### src/dro_pkg.sv
package dro_pkg;

   localparam int ACC_W    = 48;
   localparam int HEAD_W   = 25;
   localparam int DIST_W   = 16;
   localparam int TURN_W   = 24;
   localparam int PHASE_W  = 32;
   localparam int CORDIC_W = 34;
   localparam int CSR_W    = 32;
   localparam int CSR_AW   = 3;

   localparam int FRAC_BITS_DEF = 16;
   localparam int TRIG_BITS_DEF = 16;

   localparam int HEAD_MAX = 16777215;

   localparam logic signed [ACC_W-1:0] ACC_MAX = {1'b0, {(ACC_W-1){1'b1}}};
   localparam logic signed [ACC_W-1:0] ACC_MIN = {1'b1, {(ACC_W-1){1'b0}}};

   localparam logic [TURN_W-1:0]  TWO_PI_RST    = TURN_W'(65536);
   localparam logic [PHASE_W-1:0] PHASE_PER_RST = PHASE_W'(65536);

   localparam logic signed [CORDIC_W-1:0] GAIN_Q30 = CORDIC_W'(652032874);

   localparam int ATAN_N  = 32;
   localparam int ATAN_IW = $clog2(ATAN_N);

   localparam logic [PHASE_W-1:0] ATAN_TAB [ATAN_N] = '{
      32'h20000000, 32'h12E4051E, 32'h09FB385B, 32'h051111D4,
      32'h028B0D43, 32'h0145D7E1, 32'h00A2F61E, 32'h00517C55,
      32'h0028BE53, 32'h00145F2F, 32'h000A2F98, 32'h000517CC,
      32'h00028BE6, 32'h000145F3, 32'h0000A2FA, 32'h0000517D,
      32'h000028BE, 32'h0000145F, 32'h00000A30, 32'h00000518,
      32'h0000028C, 32'h00000146, 32'h000000A3, 32'h00000051,
      32'h00000029, 32'h00000014, 32'h0000000A, 32'h00000005,
      32'h00000003, 32'h00000001, 32'h00000001, 32'h00000000
   };

   localparam logic REQ_UPDATE = 1'b0;
   localparam logic REQ_LOAD   = 1'b1;

   localparam logic REG_TWO_PI    = 1'b0;
   localparam logic REG_PHASE_PER = 1'b1;

   typedef enum logic [2:0] {
      ST_IDLE,
      ST_WRAP,
      ST_START,
      ST_WAIT,
      ST_ACCUM,
      ST_FINISH
   } state_type;

endpackage

### src/dro_phase_mul.sv
module dro_phase_mul (
   input  logic                               clock,
   input  logic                               reset,
   input  logic                               start,
   input  logic signed [dro_pkg::HEAD_W-1:0]  heading,
   input  logic        [dro_pkg::PHASE_W-1:0] scale,
   output logic        [dro_pkg::PHASE_W-1:0] phase,
   output logic                               done
);
   import dro_pkg::*;

   localparam int CNT_W = $clog2(HEAD_W);

   logic                busy_ff, busy_in;
   logic                done_ff, done_in;
   logic [CNT_W-1:0]    cnt_ff, cnt_in;
   logic [HEAD_W-1:0]   mplr_ff, mplr_in;
   logic [PHASE_W-1:0]  mcnd_ff, mcnd_in;
   logic [PHASE_W-1:0]  acc_ff, acc_in;
   logic [PHASE_W-1:0]  addend;
   logic                last;

   assign last   = (cnt_ff == CNT_W'(HEAD_W - 1));
   assign addend = mplr_ff[0] ? mcnd_ff : '0;

   always_comb begin
      busy_in = busy_ff;
      done_in = 1'b0;
      cnt_in  = cnt_ff;
      mplr_in = mplr_ff;
      mcnd_in = mcnd_ff;
      acc_in  = acc_ff;
      if (start) begin
         busy_in = 1'b1;
         cnt_in  = '0;
         mplr_in = heading;
         mcnd_in = scale;
         acc_in  = '0;
      end else if (busy_ff) begin
         // sign bit of the heading carries negative weight
         acc_in  = last ? acc_ff - addend : acc_ff + addend;
         mplr_in = mplr_ff >> 1;
         mcnd_in = mcnd_ff << 1;
         cnt_in  = cnt_ff + CNT_W'(1);
         if (last) begin
            busy_in = 1'b0;
            done_in = 1'b1;
         end
      end
   end

   always_ff @(posedge clock) begin
      if (reset) begin
         busy_ff <= 1'b0;
         done_ff <= 1'b0;
      end else begin
         busy_ff <= busy_in;
         done_ff <= done_in;
      end
   end

   always_ff @(posedge clock) begin
      cnt_ff  <= cnt_in;
      mplr_ff <= mplr_in;
      mcnd_ff <= mcnd_in;
      acc_ff  <= acc_in;
   end

   assign phase = acc_ff;
   assign done  = done_ff;

endmodule

### src/dro_cordic.sv
module dro_cordic #(
   parameter int TRIG_BITS = dro_pkg::TRIG_BITS_DEF
) (
   input  logic                               clock,
   input  logic                               reset,
   input  logic                               start,
   input  logic        [dro_pkg::PHASE_W-1:0] phase,
   output logic signed [TRIG_BITS+1:0]        cos_val,
   output logic signed [TRIG_BITS+1:0]        sin_val,
   output logic                               done
);
   import dro_pkg::*;

   localparam int TW = TRIG_BITS + 2;
   localparam int RS = 30 - TRIG_BITS;
   localparam logic signed [CORDIC_W-1:0] HALF = CORDIC_W'(64'd1 << (RS - 1));

   logic                       busy_ff, busy_in;
   logic                       rnd_ff, rnd_in;
   logic                       done_ff, done_in;
   logic                       flip_ff, flip_in;
   logic [ATAN_IW-1:0]         idx_ff, idx_in;
   logic signed [CORDIC_W-1:0] x_ff, x_in;
   logic signed [CORDIC_W-1:0] y_ff, y_in;
   logic signed [CORDIC_W-1:0] z_ff, z_in;
   logic signed [TW-1:0]       cos_ff, cos_in;
   logic signed [TW-1:0]       sin_ff, sin_in;

   logic                       last;
   logic                       quad_flip;
   logic [PHASE_W-1:0]         ph_rot;
   logic signed [CORDIC_W-1:0] xs, ys, ang;
   logic signed [CORDIC_W-1:0] xr, yr;
   logic signed [TW-1:0]       cos_rnd, sin_rnd;

   assign last      = (idx_ff == ATAN_IW'(TRIG_BITS - 1));
   assign quad_flip = phase[PHASE_W-1] ^ phase[PHASE_W-2];
   assign ph_rot    = {phase[PHASE_W-1] ^ quad_flip, phase[PHASE_W-2:0]};
   assign xs        = x_ff >>> idx_ff;
   assign ys        = y_ff >>> idx_ff;
   assign ang       = CORDIC_W'(ATAN_TAB[idx_ff]);
   assign xr        = (x_ff + HALF) >>> RS;
   assign yr        = (y_ff + HALF) >>> RS;
   assign cos_rnd   = xr[TW-1:0];
   assign sin_rnd   = yr[TW-1:0];

   always_comb begin
      busy_in = busy_ff;
      rnd_in  = rnd_ff;
      done_in = 1'b0;
      flip_in = flip_ff;
      idx_in  = idx_ff;
      x_in    = x_ff;
      y_in    = y_ff;
      z_in    = z_ff;
      cos_in  = cos_ff;
      sin_in  = sin_ff;
      if (start) begin
         busy_in = 1'b1;
         rnd_in  = 1'b0;
         flip_in = quad_flip;
         idx_in  = '0;
         x_in    = GAIN_Q30;
         y_in    = '0;
         z_in    = CORDIC_W'(signed'(ph_rot));
      end else if (busy_ff) begin
         if (z_ff[CORDIC_W-1]) begin
            x_in = x_ff + ys;
            y_in = y_ff - xs;
            z_in = z_ff + ang;
         end else begin
            x_in = x_ff - ys;
            y_in = y_ff + xs;
            z_in = z_ff - ang;
         end
         idx_in = idx_ff + ATAN_IW'(1);
         if (last) begin
            busy_in = 1'b0;
            rnd_in  = 1'b1;
         end
      end else if (rnd_ff) begin
         cos_in  = flip_ff ? -cos_rnd : cos_rnd;
         sin_in  = flip_ff ? -sin_rnd : sin_rnd;
         rnd_in  = 1'b0;
         done_in = 1'b1;
      end
   end

   always_ff @(posedge clock) begin
      if (reset) begin
         busy_ff <= 1'b0;
         rnd_ff  <= 1'b0;
         done_ff <= 1'b0;
      end else begin
         busy_ff <= busy_in;
         rnd_ff  <= rnd_in;
         done_ff <= done_in;
      end
   end

   always_ff @(posedge clock) begin
      flip_ff <= flip_in;
      idx_ff  <= idx_in;
      x_ff    <= x_in;
      y_ff    <= y_in;
      z_ff    <= z_in;
      cos_ff  <= cos_in;
      sin_ff  <= sin_in;
   end

   assign cos_val = cos_ff;
   assign sin_val = sin_ff;
   assign done    = done_ff;

endmodule

### src/dro_step_mul.sv
module dro_step_mul #(
   parameter int FRAC_BITS = dro_pkg::FRAC_BITS_DEF,
   parameter int TRIG_BITS = dro_pkg::TRIG_BITS_DEF
) (
   input  logic                              clock,
   input  logic                              reset,
   input  logic                              start,
   input  logic signed [dro_pkg::DIST_W-1:0] distance,
   input  logic signed [TRIG_BITS+1:0]       trig,
   output logic signed [dro_pkg::ACC_W:0]    step,
   output logic                              done
);
   import dro_pkg::*;

   localparam int TW    = TRIG_BITS + 2;
   localparam int PW    = DIST_W + TW;
   localparam int CNT_W = $clog2(DIST_W);

   logic                    busy_ff, busy_in;
   logic                    fin_ff, fin_in;
   logic                    done_ff, done_in;
   logic [CNT_W-1:0]        cnt_ff, cnt_in;
   logic [DIST_W-1:0]       mplr_ff, mplr_in;
   logic signed [PW-1:0]    mcnd_ff, mcnd_in;
   logic signed [PW-1:0]    acc_ff, acc_in;
   logic signed [ACC_W:0]   step_ff, step_in;
   logic signed [PW-1:0]    addend;
   logic signed [ACC_W:0]   scaled;
   logic                    last;

   assign last   = (cnt_ff == CNT_W'(DIST_W - 1));
   assign addend = mplr_ff[0] ? mcnd_ff : '0;

   if (TRIG_BITS > FRAC_BITS) begin : g_round
      localparam int SH = TRIG_BITS - FRAC_BITS;
      localparam logic signed [PW:0] HALF = (PW + 1)'(64'd1 << (SH - 1));
      logic signed [PW:0] rnd;
      assign rnd    = (PW + 1)'(acc_ff) + HALF;
      assign scaled = (ACC_W + 1)'(rnd >>> SH);
   end else begin : g_shift
      assign scaled = (ACC_W + 1)'(acc_ff) <<< (FRAC_BITS - TRIG_BITS);
   end

   always_comb begin
      busy_in = busy_ff;
      fin_in  = fin_ff;
      done_in = 1'b0;
      cnt_in  = cnt_ff;
      mplr_in = mplr_ff;
      mcnd_in = mcnd_ff;
      acc_in  = acc_ff;
      step_in = step_ff;
      if (start) begin
         busy_in = 1'b1;
         fin_in  = 1'b0;
         cnt_in  = '0;
         mplr_in = distance;
         mcnd_in = PW'(trig);
         acc_in  = '0;
      end else if (busy_ff) begin
         // sign bit of the distance carries negative weight
         acc_in  = last ? acc_ff - addend : acc_ff + addend;
         mplr_in = mplr_ff >> 1;
         mcnd_in = mcnd_ff <<< 1;
         cnt_in  = cnt_ff + CNT_W'(1);
         if (last) begin
            busy_in = 1'b0;
            fin_in  = 1'b1;
         end
      end else if (fin_ff) begin
         step_in = scaled;
         fin_in  = 1'b0;
         done_in = 1'b1;
      end
   end

   always_ff @(posedge clock) begin
      if (reset) begin
         busy_ff <= 1'b0;
         fin_ff  <= 1'b0;
         done_ff <= 1'b0;
      end else begin
         busy_ff <= busy_in;
         fin_ff  <= fin_in;
         done_ff <= done_in;
      end
   end

   always_ff @(posedge clock) begin
      cnt_ff  <= cnt_in;
      mplr_ff <= mplr_in;
      mcnd_ff <= mcnd_in;
      acc_ff  <= acc_in;
      step_ff <= step_in;
   end

   assign step = step_ff;
   assign done = done_ff;

endmodule

### src/dead_reckoning_odometry_core.sv
// Dead-reckoning odometry core.
// Input channel (req_valid/req_ready): one item per transfer. An update item
// adds the orientation delta to the heading, wraps it by one turn, takes
// cosine and sine of the heading and advances X and Y by distance times each,
// saturating at the 48-bit range. A load item sets X, Y and heading.
// Result channel (rsp_valid/rsp_ready): one result per item, the position and
// heading after that item; the outputs are the committed position registers.
// Steps: an update runs the bit-serial heading-to-phase multiply, then the
// iterative CORDIC with a rounding step, then the bit-serial distance multiply
// for X and Y in parallel. A load skips these steps and goes to the commit.
// Throughput: one item at a time; req_ready is high only while the core idles.
// A new item is taken while the previous result still waits; its result is
// held inside until the result channel is free, so a stalled receiver stalls
// the core only once a second result is ready.
// Reset (synchronous) clears position and heading, empties the result channel
// and restores the registers: two_pi_pulses = 65536, phase_per_pulse = 65536.
// The user must write the APB-style register port only while the core is idle; the core has no check.
module dead_reckoning_odometry_core #(
   parameter int FRAC_BITS = dro_pkg::FRAC_BITS_DEF,
   parameter int TRIG_BITS = dro_pkg::TRIG_BITS_DEF
) (
   input  logic                              clock,
   input  logic                              reset,

   input  logic                              req_valid,
   output logic                              req_ready,
   input  logic                              req_type,
   input  logic signed [dro_pkg::DIST_W-1:0] req_distance_delta,
   input  logic signed [dro_pkg::DIST_W-1:0] req_orientation_delta,
   input  logic signed [dro_pkg::ACC_W-1:0]  req_load_x,
   input  logic signed [dro_pkg::ACC_W-1:0]  req_load_y,
   input  logic signed [dro_pkg::HEAD_W-1:0] req_load_heading,

   output logic                              rsp_valid,
   input  logic                              rsp_ready,
   output logic signed [dro_pkg::ACC_W-1:0]  rsp_pos_x,
   output logic signed [dro_pkg::ACC_W-1:0]  rsp_pos_y,
   output logic signed [dro_pkg::HEAD_W-1:0] rsp_heading,

   input  logic                              psel,
   input  logic                              penable,
   input  logic                              pwrite,
   input  logic [dro_pkg::CSR_AW-1:0]        paddr,
   input  logic [dro_pkg::CSR_W-1:0]         pwdata,
   output logic [dro_pkg::CSR_W-1:0]         prdata,
   output logic                              pready
);
   import dro_pkg::*;

   localparam int TW = TRIG_BITS + 2;
   localparam int HX = HEAD_W + 2;

   function automatic logic signed [HEAD_W-1:0] sat_head(input logic signed [HX-1:0] v);
      logic signed [HX-1:0] lim;
      lim = HX'(HEAD_MAX);
      if (v > lim) begin
         return HEAD_W'(lim);
      end else if (v < -lim) begin
         return HEAD_W'(-lim);
      end
      return HEAD_W'(v);
   endfunction

   function automatic logic signed [ACC_W-1:0] sat_acc(input logic signed [ACC_W:0] v);
      if (v[ACC_W] != v[ACC_W-1]) begin
         return v[ACC_W] ? ACC_MIN : ACC_MAX;
      end
      return ACC_W'(v);
   endfunction

   state_type                 state_ff, state_in;
   logic                      rsp_valid_ff, rsp_valid_in;
   logic [TURN_W-1:0]         two_pi_ff, two_pi_in;
   logic [PHASE_W-1:0]        phase_per_ff, phase_per_in;
   logic signed [ACC_W-1:0]   x_acc_ff, x_acc_in;
   logic signed [ACC_W-1:0]   y_acc_ff, y_acc_in;
   logic signed [HEAD_W-1:0]  heading_acc_ff, heading_acc_in;

   logic signed [DIST_W-1:0]  dist_ff, dist_in;
   logic signed [HEAD_W:0]    hsum_ff, hsum_in;
   logic signed [HEAD_W-1:0]  hd_ff, hd_in;
   logic signed [ACC_W-1:0]   nxt_x_ff, nxt_x_in;
   logic signed [ACC_W-1:0]   nxt_y_ff, nxt_y_in;

   logic                      cfg_wr;
   logic                      ph_start;
   logic [PHASE_W-1:0]        phase;
   logic                      ph_done;
   logic signed [TW-1:0]      cos_val, sin_val;
   logic                      cor_done;
   logic signed [ACC_W:0]     step_x, step_y;
   logic                      stx_done, sty_done;

   logic signed [HX-1:0]      h_ext, t_ext, h_red;
   logic signed [ACC_W:0]     sum_x, sum_y;
   logic                      out_free;

   assign pready = 1'b1;
   assign cfg_wr = psel & penable & pwrite & pready;

   always_comb begin
      two_pi_in    = two_pi_ff;
      phase_per_in = phase_per_ff;
      if (cfg_wr) begin
         unique case (paddr[2])
            REG_TWO_PI:    two_pi_in    = pwdata[TURN_W-1:0];
            REG_PHASE_PER: phase_per_in = pwdata[PHASE_W-1:0];
            default:       two_pi_in    = two_pi_ff;
         endcase
      end
   end

   always_comb begin
      unique case (paddr[2])
         REG_TWO_PI:    prdata = CSR_W'(two_pi_ff);
         REG_PHASE_PER: prdata = phase_per_ff;
         default:       prdata = '0;
      endcase
   end

   assign h_ext = HX'(hsum_ff);
   assign t_ext = HX'(two_pi_ff);
   assign h_red = (h_ext > t_ext)  ? h_ext - t_ext :
                  (h_ext < -t_ext) ? h_ext + t_ext : h_ext;

   assign sum_x    = (ACC_W + 1)'(x_acc_ff) + step_x;
   assign sum_y    = (ACC_W + 1)'(y_acc_ff) + step_y;
   assign out_free = !rsp_valid_ff || rsp_ready;

   always_comb begin
      state_in       = state_ff;
      rsp_valid_in   = rsp_valid_ff;
      x_acc_in       = x_acc_ff;
      y_acc_in       = y_acc_ff;
      heading_acc_in = heading_acc_ff;
      dist_in        = dist_ff;
      hsum_in        = hsum_ff;
      hd_in          = hd_ff;
      nxt_x_in       = nxt_x_ff;
      nxt_y_in       = nxt_y_ff;
      req_ready      = 1'b0;
      ph_start       = 1'b0;

      if (rsp_valid_ff && rsp_ready) begin
         rsp_valid_in = 1'b0;
      end

      unique case (state_ff)
         ST_IDLE: begin
            req_ready = 1'b1;
            if (req_valid) begin
               if (req_type == REQ_LOAD) begin
                  nxt_x_in = req_load_x;
                  nxt_y_in = req_load_y;
                  hd_in    = sat_head(HX'(req_load_heading));
                  state_in = ST_FINISH;
               end else begin
                  dist_in  = req_distance_delta;
                  hsum_in  = (HEAD_W + 1)'(heading_acc_ff)
                           + (HEAD_W + 1)'(req_orientation_delta);
                  state_in = ST_WRAP;
               end
            end
         end
         ST_WRAP: begin
            hd_in    = sat_head(h_red);
            state_in = ST_START;
         end
         ST_START: begin
            ph_start = 1'b1;
            state_in = ST_WAIT;
         end
         ST_WAIT: begin
            if (stx_done && sty_done) begin
               state_in = ST_ACCUM;
            end
         end
         ST_ACCUM: begin
            nxt_x_in = sat_acc(sum_x);
            nxt_y_in = sat_acc(sum_y);
            state_in = ST_FINISH;
         end
         ST_FINISH: begin
            // hold the result until the output register is free
            if (out_free) begin
               x_acc_in       = nxt_x_ff;
               y_acc_in       = nxt_y_ff;
               heading_acc_in = hd_ff;
               rsp_valid_in   = 1'b1;
               state_in       = ST_IDLE;
            end
         end
         default: state_in = ST_IDLE;
      endcase
   end

   always_ff @(posedge clock) begin
      if (reset) begin
         state_ff       <= ST_IDLE;
         rsp_valid_ff   <= 1'b0;
         two_pi_ff      <= TWO_PI_RST;
         phase_per_ff   <= PHASE_PER_RST;
         x_acc_ff       <= '0;
         y_acc_ff       <= '0;
         heading_acc_ff <= '0;
      end else begin
         state_ff       <= state_in;
         rsp_valid_ff   <= rsp_valid_in;
         two_pi_ff      <= two_pi_in;
         phase_per_ff   <= phase_per_in;
         x_acc_ff       <= x_acc_in;
         y_acc_ff       <= y_acc_in;
         heading_acc_ff <= heading_acc_in;
      end
   end

   always_ff @(posedge clock) begin
      dist_ff  <= dist_in;
      hsum_ff  <= hsum_in;
      hd_ff    <= hd_in;
      nxt_x_ff <= nxt_x_in;
      nxt_y_ff <= nxt_y_in;
   end

   dro_phase_mul u_phase_mul (
      .clock   (clock),
      .reset   (reset),
      .start   (ph_start),
      .heading (hd_ff),
      .scale   (phase_per_ff),
      .phase   (phase),
      .done    (ph_done)
   );

   dro_cordic #(
      .TRIG_BITS (TRIG_BITS)
   ) u_cordic (
      .clock   (clock),
      .reset   (reset),
      .start   (ph_done),
      .phase   (phase),
      .cos_val (cos_val),
      .sin_val (sin_val),
      .done    (cor_done)
   );

   dro_step_mul #(
      .FRAC_BITS (FRAC_BITS),
      .TRIG_BITS (TRIG_BITS)
   ) u_step_x (
      .clock    (clock),
      .reset    (reset),
      .start    (cor_done),
      .distance (dist_ff),
      .trig     (cos_val),
      .step     (step_x),
      .done     (stx_done)
   );

   dro_step_mul #(
      .FRAC_BITS (FRAC_BITS),
      .TRIG_BITS (TRIG_BITS)
   ) u_step_y (
      .clock    (clock),
      .reset    (reset),
      .start    (cor_done),
      .distance (dist_ff),
      .trig     (sin_val),
      .step     (step_y),
      .done     (sty_done)
   );

   assign rsp_valid   = rsp_valid_ff;
   assign rsp_pos_x   = x_acc_ff;
   assign rsp_pos_y   = y_acc_ff;
   assign rsp_heading = heading_acc_ff;

endmodule
### config.mk
export PLATFORM = sky130hd
export DESIGN_NAME = dead_reckoning_odometry_core
export DESIGN_NICKNAME = d
export VERILOG_FILES = /design/src/dro_pkg.sv /design/src/dro_phase_mul.sv /design/src/dro_cordic.sv /design/src/dro_step_mul.sv /design/src/dead_reckoning_odometry_core.sv
export SDC_FILE = /design/constraint.sdc
export NUM_CORES = 2
export LEC_CHECK = 0
export BUFFER_PORTS_ARGS = -buffer_cell sky130_fd_sc_hd__buf_2
export CAP_MARGIN = 20
export CORE_MARGIN = 4
export CORE_UTILIZATION = 35
export DETAILED_ROUTE_END_ITERATION = 10
export HOLD_SLACK_MARGIN = 0.05
export PLACE_DENSITY_LB_ADDON = 0.25
export SYNTH_ARGS = -nofsm -noshare
export SYNTH_HDL_FRONTEND = slang
export SYNTH_SLANG_ARGS = --single-unit
### constraint.sdc
create_clock -name clock -period 8.84 [get_ports clock]
set_input_delay 0.884 -clock clock [delete_from_list [all_inputs] [get_ports clock]]
set_output_delay 0.884 -clock clock [all_outputs]
set_load 0.05 [all_outputs]
==> qor.txt <==
result of the run -> completed
Startpoint Class -> register
critical path data arrival time -> 8.25 ns
Floorplan Core Area -> 0.175 sq mm
Final Hold Vio Count -> 0
worst skew pair latency -> 0.73 ns
share of flip-flops with an asynchronous set or reset after synthesis -> 0
Finished Cell Area -> 0.0690 sq mm
slowest stage cell, crit path -> sky130_fd_sc_hd__mux4_1
cell with the most instances after synthesis -> sky130_fd_sc_hd__nand2_1
relative slew slack -> 0.264
via count -> 53700
WL per Instance -> 19.3 microns
RR Endpoint -> u_cordic.x_ff[33]$_SDFFE_PP0P_
CTS tree -> done
die height -> 428 microns
sequential-to-total area share from yosys stat -> 0.346
largest cells by area after synthesis -> sky130_fd_sc_hd__edfxtp_1, sky130_fd_sc_hd__dfxtp_1, sky130_fd_sc_hd__ha_1
top post-synthesis cells by count -> sky130_fd_sc_hd__nand2_1, sky130_fd_sc_hd__a21oi_1, sky130_fd_sc_hd__nor2_1
number of buffers between clock root and the deepest sink -> 3
cell accounting for the most synthesized area -> sky130_fd_sc_hd__edfxtp_1
final critical-path required period -> 7.65 ns
distinct cell type count after synthesis -> 103
area share of the leading cell type in the synthesized netlist -> 0.223
worst reg-to-reg path cell count -> 22
fraction of layout cells with a size suffix above 1 -> 0.114
Post-CTS Setup Inserts -> 0
delay contributed by the slowest stage of the critical path -> 0.84 ns
Ports -> 352
sum of overflow across all layers after global routing -> 0
wire length of the first global-routing pass -> 293 mm
number of I/O port buffers -> 348
Placement Cell Area -> 0.0655 sq mm
Setup violations, final -> 0
Mapped Cells -> 7122
routability-driven placement congestion ratio -> 0.909
flop and latch count out of synthesis -> 837
Setup Total Neg Slack -> 0 ns
count of max-cap constraint violations -> 0
RSZ-0062 raised after global routing -> false
critical path cell sequence -> buf_4 > mux4_1 > mux2_2 > mux4_2 > a21oi_1 > o2111ai_1 > nor4b_2 > and2_1 > nor2_1 > xnor2_1 > ha_1 > and4_1 > a221o_1 > a311oi_1 > o21ai_0 > a41o_1 > o31ai_1 > o21ai_0 > a31oi_1 > xnor2_1 > a21oi_1 > a31o_1
Post-Syn Area per Cell -> 8.68 sq um
Cells on Worst Hold Path -> 1
Final period util -> 0.865
Max Transition Viols Final -> 0
kind of capture point of the worst setup path -> register
vias in the first global route -> 50500
Die Area -> 0.183 sq mm
number of levels the H-tree was split into -> 3
number of buffers created by CTS -> 96
required time of the worst setup path -> 9.44 ns
Reg2Reg Setup Slack -> 1.19 ns
cell area after synthesis -> 0.0618 sq mm
pin slew with the least headroom to its limit -> 1.08 ns
Resize count post-CTS -> 0
largest net degree at the start of global routing -> 99
hold endpoint -> dist_ff[13]$_DFFE_PP_
Clock Skews -> 0.0506 ns
DR DRC count -> 0
worst setup path startpoint -> u_cordic.idx_ff[0]$_SDFFE_PP0P_
first-pass iteration count of the detailed router -> 7
routed via count divided by cell count -> 5.55
Total Routed Length -> 187 mm
leakage power figure -> 27.8 nW
buffer type at the clock tree root -> sky130_fd_sc_hd__clkbuf_16
width of the die -> 428 microns
initial core utilization -> 0.354
launch instance of the worst min-delay path -> req_distance_delta[13]
worst vdd rail ir drop -> 145 uV
commonest register cell after synthesis -> sky130_fd_sc_hd__edfxtp_1
Antenna Violating Nets Remaining -> 0
Worst Hold Margin -> 0.349 ns
area grow syn2layout -> 11.6%
number of enable-type register cells in the synthesized netlist -> 459
yosys warns -> 0
maximum operating frequency -> 131 MHz
number of antenna violations at the first check in global routing -> 1
Hold Path Class -> input pin to register
clock sinks -> 837
overall track demand over capacity in global routing -> 0.195
Synth Net Count -> 7742
Starting DRT DRC Count -> 4056
largest fanout of any net on the critical path -> 43
clock transition time at the flip-flop clock pins of the worst setup and hold paths -> 0.06 ns
critical path class -> register to register
HPWL after detailed placement -> 140 mm
power density cells -> 231 mW/mm^2
hold-fix buffers at CTS -> 0
Reg-to-Reg Start -> u_cordic.idx_ff[0]$_SDFFE_PP0P_
final layout net count -> 7884
# rows -> 153
worst max-delay path, delay by kind of cell, from the launching register on:
| kind | cells | cell delay (ns) |
|---|---|---|
| muxes | 3 | 1.71 |
| buffers and inverters | 1 | 0.58 |
| adders and majority gates | 1 | 0.37 |
| DFF | 1 | 0.47 |
| xor gates and xnor gates | 2 | 0.36 |
| AOI/OAI and AO/OA | 11 | 3.05 |
| and+or+nand+nor | 4 | 0.97 |
flip-flops by register name (all words and copies together), names as in the netlist, 26 cells and up:
| signal | cells |
|---|---|
| u_phase_mul.phase | 32 |
| hsum_ff | 26 |
| u_step_y.step | 34 |
| nxt_y_ff | 48 |
| u_step_y.acc_ff | 34 |
| u_step_x.step | 34 |
| u_phase_mul.mcnd_ff | 32 |
| rsp_pos_x | 48 |
| nxt_x_ff | 48 |
| u_cordic.y_ff | 34 |
| u_cordic.z_ff | 34 |
| u_step_x.mcnd_ff | 34 |
| phase_per_ff | 32 |
| u_cordic.x_ff | 34 |
| u_step_y.mcnd_ff | 34 |
| rsp_pos_y | 48 |
| u_step_x.acc_ff | 34 |
placed cells by master, fill, tap and decap left out, types with 18 or more instances in the layout:
master and instances:
sky130_fd_sc_hd__a211o_1 27, sky130_fd_sc_hd__xor2_1 191, sky130_fd_sc_hd__a31oi_1 86, sky130_fd_sc_hd__a211oi_1 67, sky130_fd_sc_hd__mux4_2 56, sky130_fd_sc_hd__o41ai_1 18
sky130_fd_sc_hd__mux2i_1 149, sky130_fd_sc_hd__clkinv_2 18, sky130_fd_sc_hd__a221oi_1 21, sky130_fd_sc_hd__o31ai_1 58, sky130_fd_sc_hd__nor2_1 623, sky130_fd_sc_hd__buf_2 347
sky130_fd_sc_hd__and2_1 52, sky130_fd_sc_hd__nor2b_1 67, sky130_fd_sc_hd__mux4_1 29, sky130_fd_sc_hd__inv_1 243, sky130_fd_sc_hd__dfxtp_1 367, sky130_fd_sc_hd__nor4_1 26
sky130_fd_sc_hd__and3_1 63, sky130_fd_sc_hd__or3_1 51, sky130_fd_sc_hd__clkbuf_16 100, sky130_fd_sc_hd__a21o_1 169, sky130_fd_sc_hd__buf_4 72, sky130_fd_sc_hd__ha_1 413
sky130_fd_sc_hd__nor3_1 126, sky130_fd_sc_hd__a21oi_1 657, sky130_fd_sc_hd__edfxtp_1 459, sky130_fd_sc_hd__xnor2_1 338, sky130_fd_sc_hd__nand4_1 54, sky130_fd_sc_hd__nand3_1 123
sky130_fd_sc_hd__nand2_1 952, sky130_fd_sc_hd__o21bai_1 48, sky130_fd_sc_hd__nand2b_1 80, sky130_fd_sc_hd__o21ai_0 497, sky130_fd_sc_hd__o21a_1 64, sky130_fd_sc_hd__o22ai_1 19
sky130_fd_sc_hd__mux2_2 106, sky130_fd_sc_hd__or2_2 22, sky130_fd_sc_hd__o211ai_1 59
logic make-up after synthesis:
kind of cell / after synthesis / synth area share
buffers and inverters: 630 / 0.0412
AO/OA/AOI/OAI: 2015 / 0.203
XOR/XNOR: 530 / 0.0751
multiplexers: 340 / 0.0762
other: 1 / 0.0000607
adder cells (fa/ha/maj): 435 / 0.0890
AND/OR/NAND/NOR: 2334 / 0.170
flip-flops: 837 / 0.346
area by class of cell:
type	count	area (sq um)
diodes	1	2.50
clock buffers	122	2650
clock inverters	60	758
fillers	17600	106000
inverters	251	942
multi-input cells	5655	38000
flip-flops and latches	837	21400
well taps	2325	2910
repair buffers	423	2350
report_power, final:
part | total, W | internal [W] | switching (W)
Sequential | 0.00517 | 0.00454 | 0.000630
Clock | 0.00427 | 0.00250 | 0.00177
Combinational | 0.00651 | 0.00279 | 0.00372
stage by stage:
stage | setup slack (ns) | utilization | total power, W | instances
finish | 1.19 | 0.395 | 0.0160 | 9674
global route | 0.729 | 0.395 | 0.0170 | 9674
CTS | 1.25 | 0.394 | 0.0160 | 9671
detailed placement | 1.28 | 0.375 | 0.0116 | 9489
global placement | 1.42 | 0.375 | 0.0116 | 9489
floorplan | 0.731 | - | 0.0101 | 7122
per-layer routing:
| layer | track usage | wire length, microns |
|---|---|---|
| met2 | 0.302 | 81800 |
| met5 | 0 | 0 |
| met3 | 0.0230 | 10200 |
| met4 | 0.0628 | 5710 |
| met1 | 0.283 | 89500 |
how the worst max path moves through the flow:
stage,cells past startpoint,endpoint,slack [ns]
after floorplan,2,nxt_x_ff[0]$_DFFE_PP_,0.73
after global placement,22,u_cordic.x_ff[33]$_SDFFE_PP0P_,1.42
after detailed placement,22,u_cordic.x_ff[33]$_SDFFE_PP0P_,1.28
after CTS,22,u_cordic.x_ff[33]$_SDFFE_PP0P_,1.25
after global routing,23,u_cordic.x_ff[33]$_SDFFE_PP0P_,0.73
final,22,u_cordic.x_ff[33]$_SDFFE_PP0P_,1.19
Note: power is estimated with default switching activity, not from simulation.
